===== src/sv/stq_pkg.sv =====
// Types and constants of the sorted timeout queue.
`default_nettype none

package stq_pkg;

   localparam int ID_PORT_W   = 16;
   localparam int TIME_PORT_W = 32;
   localparam int STATUS_W    = 3;
   localparam int MAX_RESULTS = 32;
   localparam int POP_CNT_W   = $clog2(MAX_RESULTS);

   localparam logic [POP_CNT_W-1:0] LAST_POP = POP_CNT_W'(MAX_RESULTS - 1);
   localparam logic [POP_CNT_W-1:0] POP_ONE  = POP_CNT_W'(1);

   typedef enum logic [1:0] {
      OP_INSERT = 2'd0,
      OP_REMOVE = 2'd1,
      OP_ADJUST = 2'd2,
      OP_TICK   = 2'd3
   } op_type;

   typedef enum logic [STATUS_W-1:0] {
      ST_OK        = 3'd0,
      ST_FULL      = 3'd1,
      ST_NOT_FOUND = 3'd2,
      ST_EXPIRED   = 3'd3,
      ST_NOTHING   = 3'd4,
      ST_DUPLICATE = 3'd5
   } status_type;

   typedef enum logic [2:0] {
      CMD_HOLD   = 3'd0,
      CMD_EVAL   = 3'd1,
      CMD_INSERT = 3'd2,
      CMD_REMOVE = 3'd3,
      CMD_POP    = 3'd4
   } cell_cmd_type;

endpackage

`default_nettype wire


===== src/sv/stq_cell.sv =====
// One slot of the sorted timer chain: a timer, its compare flags and neighbor moves.
`default_nettype none

module stq_cell #(
   parameter int ID_BITS   = 16,
   parameter int TIME_BITS = 32
) (
   input  wire logic                  clock,
   input  wire logic                  reset,
   input  wire stq_pkg::cell_cmd_type cmd,
   input  wire logic [ID_BITS-1:0]    key_id,
   input  wire logic [TIME_BITS-1:0]  key_time,
   input  wire logic                  left_valid,
   input  wire logic                  left_ge,
   input  wire logic [TIME_BITS-1:0]  left_exp,
   input  wire logic [ID_BITS-1:0]    left_id,
   input  wire logic                  right_valid,
   input  wire logic [TIME_BITS-1:0]  right_exp,
   input  wire logic [ID_BITS-1:0]    right_id,
   input  wire logic                  seen,
   output logic                       valid,
   output logic                       ge,
   output logic                       match,
   output logic [TIME_BITS-1:0]       exp,
   output logic [ID_BITS-1:0]         id
);

   logic                 valid_ff, valid_in;
   logic                 ge_ff, ge_in;
   logic                 match_ff, match_in;
   logic [TIME_BITS-1:0] exp_ff, exp_in;
   logic [ID_BITS-1:0]   id_ff, id_in;

   always_comb begin
      valid_in = valid_ff;
      ge_in    = ge_ff;
      match_in = match_ff;
      exp_in   = exp_ff;
      id_in    = id_ff;
      case (cmd)
         stq_pkg::CMD_EVAL: begin
            // An empty slot counts as later than any key, so an insert lands
            // in the first empty slot when every live timer is earlier.
            ge_in    = !valid_ff || (exp_ff >= key_time);
            match_in = valid_ff && (id_ff == key_id);
         end
         stq_pkg::CMD_INSERT: begin
            if (left_ge) begin
               valid_in = left_valid;
               exp_in   = left_exp;
               id_in    = left_id;
            end else if (ge_ff) begin
               valid_in = 1'b1;
               exp_in   = key_time;
               id_in    = key_id;
            end
         end
         stq_pkg::CMD_REMOVE: begin
            if (seen) begin
               valid_in = right_valid;
               exp_in   = right_exp;
               id_in    = right_id;
            end
         end
         stq_pkg::CMD_POP: begin
            valid_in = right_valid;
            exp_in   = right_exp;
            id_in    = right_id;
         end
         default: begin
            valid_in = valid_ff;
         end
      endcase
   end

   always_ff @(posedge clock) begin
      if (reset) begin
         valid_ff <= 1'b0;
      end else begin
         valid_ff <= valid_in;
      end
   end

   always_ff @(posedge clock) begin
      ge_ff    <= ge_in;
      match_ff <= match_in;
      exp_ff   <= exp_in;
      id_ff    <= id_in;
   end

   assign valid = valid_ff;
   assign ge    = ge_ff;
   assign match = match_ff;
   assign exp   = exp_ff;
   assign id    = id_ff;

endmodule

`default_nettype wire


===== config.mk =====
export PLATFORM = sky130hd
export DESIGN_NAME = stq_cell
export DESIGN_NICKNAME = d
export VERILOG_FILES = /design/src/sv/stq_pkg.sv /design/src/sv/stq_cell.sv
export SDC_FILE = /design/constraint.sdc
export NUM_CORES = 1
export LEC_CHECK = 0
export BUFFER_PORTS_ARGS = -buffer_cell sky130_fd_sc_hd__clkbuf_2
export CORE_UTILIZATION = 48
export CTS_CLUSTER_DIAMETER = 50
export DETAILED_ROUTE_END_ITERATION = 10
export HOLD_SLACK_MARGIN = 0.15
export PLACE_DENSITY = 0.82
export SYNTH_ARGS = -nofsm -noshare
export SYNTH_HDL_FRONTEND = slang
export SYNTH_SLANG_ARGS = --single-unit

===== constraint.sdc =====
create_clock -name clock -period 5.82 [get_ports clock]
set_input_delay 0.582 -clock clock [delete_from_list [all_inputs] [get_ports clock]]
set_output_delay 0.582 -clock clock [all_outputs]
set_load 0.01 [all_outputs]

Yosys cells after proc, flatten, opt, wreduce, memory -nomap -nowiden
Cells that the tools add are included.
{"block": "totals", "reg_bits": 51, "output_inout_bits": 51, "wordCells": 30, "inputBits": 153}
{"block": "classes", "reduce_logical": 5, "muxes": 12, "order_cmp": 1, "n_eq_ne": 7}
{"operator": "32-bit two-way mux", "n": 3}
{"operator": "32-bit case mux with 3 select lines", "n": 1}
{"operator": "16-bit two-way mux", "n": 3}
{"operator": "16-bit case mux with 3 select lines", "n": 1}
{"operator": "32-bit greater-or-equal comparator", "n": 1}
{"operator": "16-bit == test", "n": 1}
{"operator": "3-bit by 2-bit == test with 1-bit output, second input constant", "n": 2}
{"operator": "3-bit by 1-bit == test with 1-bit output, second input constant", "n": 1}
{"operator": "3-bit == test, second input constant", "n": 1}
{"operator": "1-bit two-way mux", "n": 3}
{"operator": "3-bit inequality test, second input constant", "n": 1}
{"operator": "1-bit case mux with 3 select lines", "n": 1}
{"operator": "3-bit AND reduction", "n": 1}
{"operator": "3-bit nonzero test", "n": 1}
{"operator": "2-bit inequality test, second input constant", "n": 1}
{"operator": "1-bit logical AND", "n": 1}
{"operator": "1-bit zero test", "n": 1}
{"operator": "1-bit logical OR", "n": 1}

Logic depth before layout (Yosys ltp)
{"block": "logic_depth", "word_depth": 3, "depth_mapped": 7, "mapped_depth_nobuf": 7}

Worst setup path after synthesis
OpenSTA, ideal clock, no wires.
{"block": "synth_timing", "kind": "input to register", "startpoint": "in left_ge", "endpoint": "reg valid_ff, in the netlist valid", "path_slack_ns": 3.428, "t_arrival_ns": 2.274, "cell_stages": 6, "required_time_ns": 5.702, "cell_sequence": "buf_2 -> nor2_1 -> o21ai_0 -> a21o_1 -> mux2i_1 -> nor2_1"}
{"block": "synth_between", "elab_chain_cells": 2, "word_cells_on_any_way": 4, "classes_between": "eq/ne (1); mux (2); reduce/logical (1)"}
{"element": "from (decl)", "line_no": "stq_cell.sv:14", "source": "input wire logic left_ge,"}
{"element": "3-bit inequality test (no line) or 1-bit two-way mux (tied branches)"}
{"element": "3-bit AND reduction (no line) or 1-bit case mux with 3 select lines (tied branches)"}
{"element": "to (signal assigned)", "line_no": "stq_cell.sv:80", "source": "valid_ff <= valid_in;"}
{"element": "to (decl)", "line_no": "stq_cell.sv:28", "source": "logic valid_ff, valid_in;"}
Parallel ways exist; a longest one is shown, timed or not.
A chain may end at the register's enable or synchronous reset.

Worst setup path after layout
Same ends and word-level chain as after synthesis.

==> impl_metrics.ini <==
[placed_design]
port_buffers = 203
dpl.hpwl_um = 7110
gp_congestion = 0.789
pre_cts_ws_ns = 2.77

[global_route]
grt_pass1_wl_um = 13100
first_global_vias = 2951
grt_max_degree = 66
grt_overflow = 0
track_usage_pct = 21.8
antenna_found_initial = 0

[floorplanning]
start_util_pct = 49.4
fp.dieH_um = 88.2
die_w_um = 88.2
rows = 31
core_um2 = 7210
dieArea_um2 = 7770
pin_count = 204

[timing]
worst_slew_pin_slew_ns = 1.17
setup_viol_count_final = 0
fmax_mhz = 373
worst_clock_skew_ns = 0.0118
hold_viol = 0
slew_violations = 0
slew_headroom_pct = 21.8
finalCriticalPeriod_ns = 2.68
fin_ws_ns = 3.14
fin_crit_sh_pct = 46.1
rsz0062_at_grt = no
finalSetupTns_ns = 0

[worst_setup_path]
cpMostUsedCell = nor2_1
r2r_slack_ns = 3.78
worstReg2RegEnd = ge
rr_startpoint = exp[19]
cp_num_buf_inv = 2
reg2reg_depth = 6
worst_path_max_delay_cell = a21o_2
critPathKind = in -> reg
crit_fanout = 50
cp_cell_sequence = buf_2 > buf_4 > nor2_1 > o21ai_0 > a21o_2 > mux2i_1 > nor2_1
arrival_ns = 2.88
crit_path_start_kind = primary input
slowest_delay_ns = 0.93
cpLargestDelayFamily = compound AO/OA/AOI/OAI gates
cp-end-kind = flop
cp.required_ns = 6.02

[cts]
numCtsBuffers = 5
cts_tree = built
cts_hold_buf = 0
clock-sinks = 51
cts-htree-levels = 2
cts_buffer_depth = 2
clkSlewWorstSetupHoldPaths_ns = 0.10
cts_resized = 0
postCtsSetupRepairBufs = 0
cts_root_buffer = clkbuf_8
clkLatencyLatePin_ns = 0.30

[yosys]
seq_area_frac_synth_pct = 42.7
ys_warn_count = 0
synth-seq-cells = 51
syn_nets = 540
synth_area_um2 = 3560
synth-edff-count = 50
synth_cell_types = 35
syn_avg_cell_area_um2 = 10.0
synthArstFlopShare_pct = 0
synth_most_common_cell = a21oi_1
synth_top_area_share_pct = 42.1
syn_inst = 355
synth_area_leaders = edfxtp_1 (42%), mux2i_1 (14%), ha_1 (11%), a21oi_1 (7.9%), nor2_1 (5.4%)
synthFlopType = edfxtp_1
yosysTopAreaCell = edfxtp_1
synth_top_cells_by_count = a21oi_1 (56), nor2_1 (51), edfxtp_1 (50)

[min_path]
worstHoldPathCells = 2
min_from = reset
hold_end = valid
hold_class = in -> reg

[route]
drtAntennaViolNets = 0
vias = 3269
dr.pass1.iters = 6
viasPerCell = 5.02
post_drt_wl_per_cell_um = 13.7
drt-total-wl_um = 8910
drt_iter0_drc = 80
drc = 0

[run_status]
outcome = finished, final reports clean

[job]
cap_viol_max_count = 0

[finish]
finalNetCount = 736
drive_above_1_share_pct = 39.5
area_growth_pct = 33.6
antenna_cells = 0

[power]
p_per_area_nw_per_um2 = 200
peakVddDrop_uv = 101
leakage_nw = 2.42
finalPower_w = 0.000950
-- worst max-delay path by stage --
stage	from	to	slack, ns	depth (start not counted)
floorplan	left_ge	valid	3.43	6
global placement	left_ge	valid	2.86	7
detailed placement	left_ge	valid	2.77	7
CTS	left_ge	valid	3.09	7
global route	left_ge	valid	2.96	7
finish	left_ge	valid	3.14	7
-- cells in the final DEF, fill, tap and decap left out, types with 2 or more instances in the layout --
master / synthesis / final
clkbuf_2: 0 / 202
a21oi_1: 56 / 56
nor2_1: 51 / 51
edfxtp_1: 50 / 50
mux2i_1: 49 / 49
inv_1: 34 / 34
ha_1: 32 / 32
xnor2_1: 12 / 12
nand2_1: 9 / 9
nand4_1: 6 / 6
clkbuf_8: 0 / 5
xor2_1: 4 / 4
nand2b_1: 3 / 3
o21a_1: 3 / 3
nand3_1: 3 / 3
o21ai_0: 2 / 2
nor3b_1: 2 / 2
a21o_1: 3 / 2
a21oi_2: 3 / 2
o21ai_1: 2 / 2
nor4_1: 2 / 2
buf_4: 1 / 2
-- routing by layer --
layer	wire, um	GRT usage [%]	up-vias
met5	0	0	-
met4	128	6.16	0
met3	586	4.24	12
met2	4520	39.4	134
met1	3670	26.4	1461
li1	-	-	1662
-- where the power goes --
| part | internal [W] | switching [W] |
|---|---|---|
| combinational | 0.000119 | 0.000128 |
| sequential | 0.000440 | 0.0000150 |
| clock | 0.000129 | 0.000120 |
-- cells by family (layout without fill, tap and decap cells) --
logic type | after synthesis | in the layout | share of synthesized area (%)
buffers and inverters | 50 | 247 | 5.76
DFF | 51 | 51 | 42.7
xor gates and xnor gates | 16 | 16 | 3.93
adders and majority gates | 32 | 32 | 11.2
AOI/OAI and AO/OA | 76 | 76 | 12.3
and+or+nand+nor | 80 | 80 | 9.97
muxes | 50 | 50 | 14.1
-- registers in the layout (all words and copies together) (netlist names) --
register,flops
exp,32
id,16
ge,1
match,1
valid,1
-- stage by stage --
step | instances | hold WS [ns] | util (%) | cell area [um^2]
after CTS | 651 | 0.419 | 66.0 | 4760
after detailed placement | 643 | 0.571 | 64.4 | 4650
final | 651 | 0.427 | 66.0 | 4760
after global routing | 651 | 0.425 | 66.0 | 4760
after floorplan | 355 | 0.551 | - | 3560
after global placement | 643 | 0.567 | 64.4 | 4650
-- final cells by class --
type                    instances  area (um^2)
fillers                       597         2450
multi-input cells             254         1850
flip-flops and latches         51         1520
repair buffers                205         1030
inverters                      34          128
well taps                      99          124
clock buffers                   6         72.6
clock inverters                 2         37.5
No activity file was read; power rests on OpenSTA's default activity.
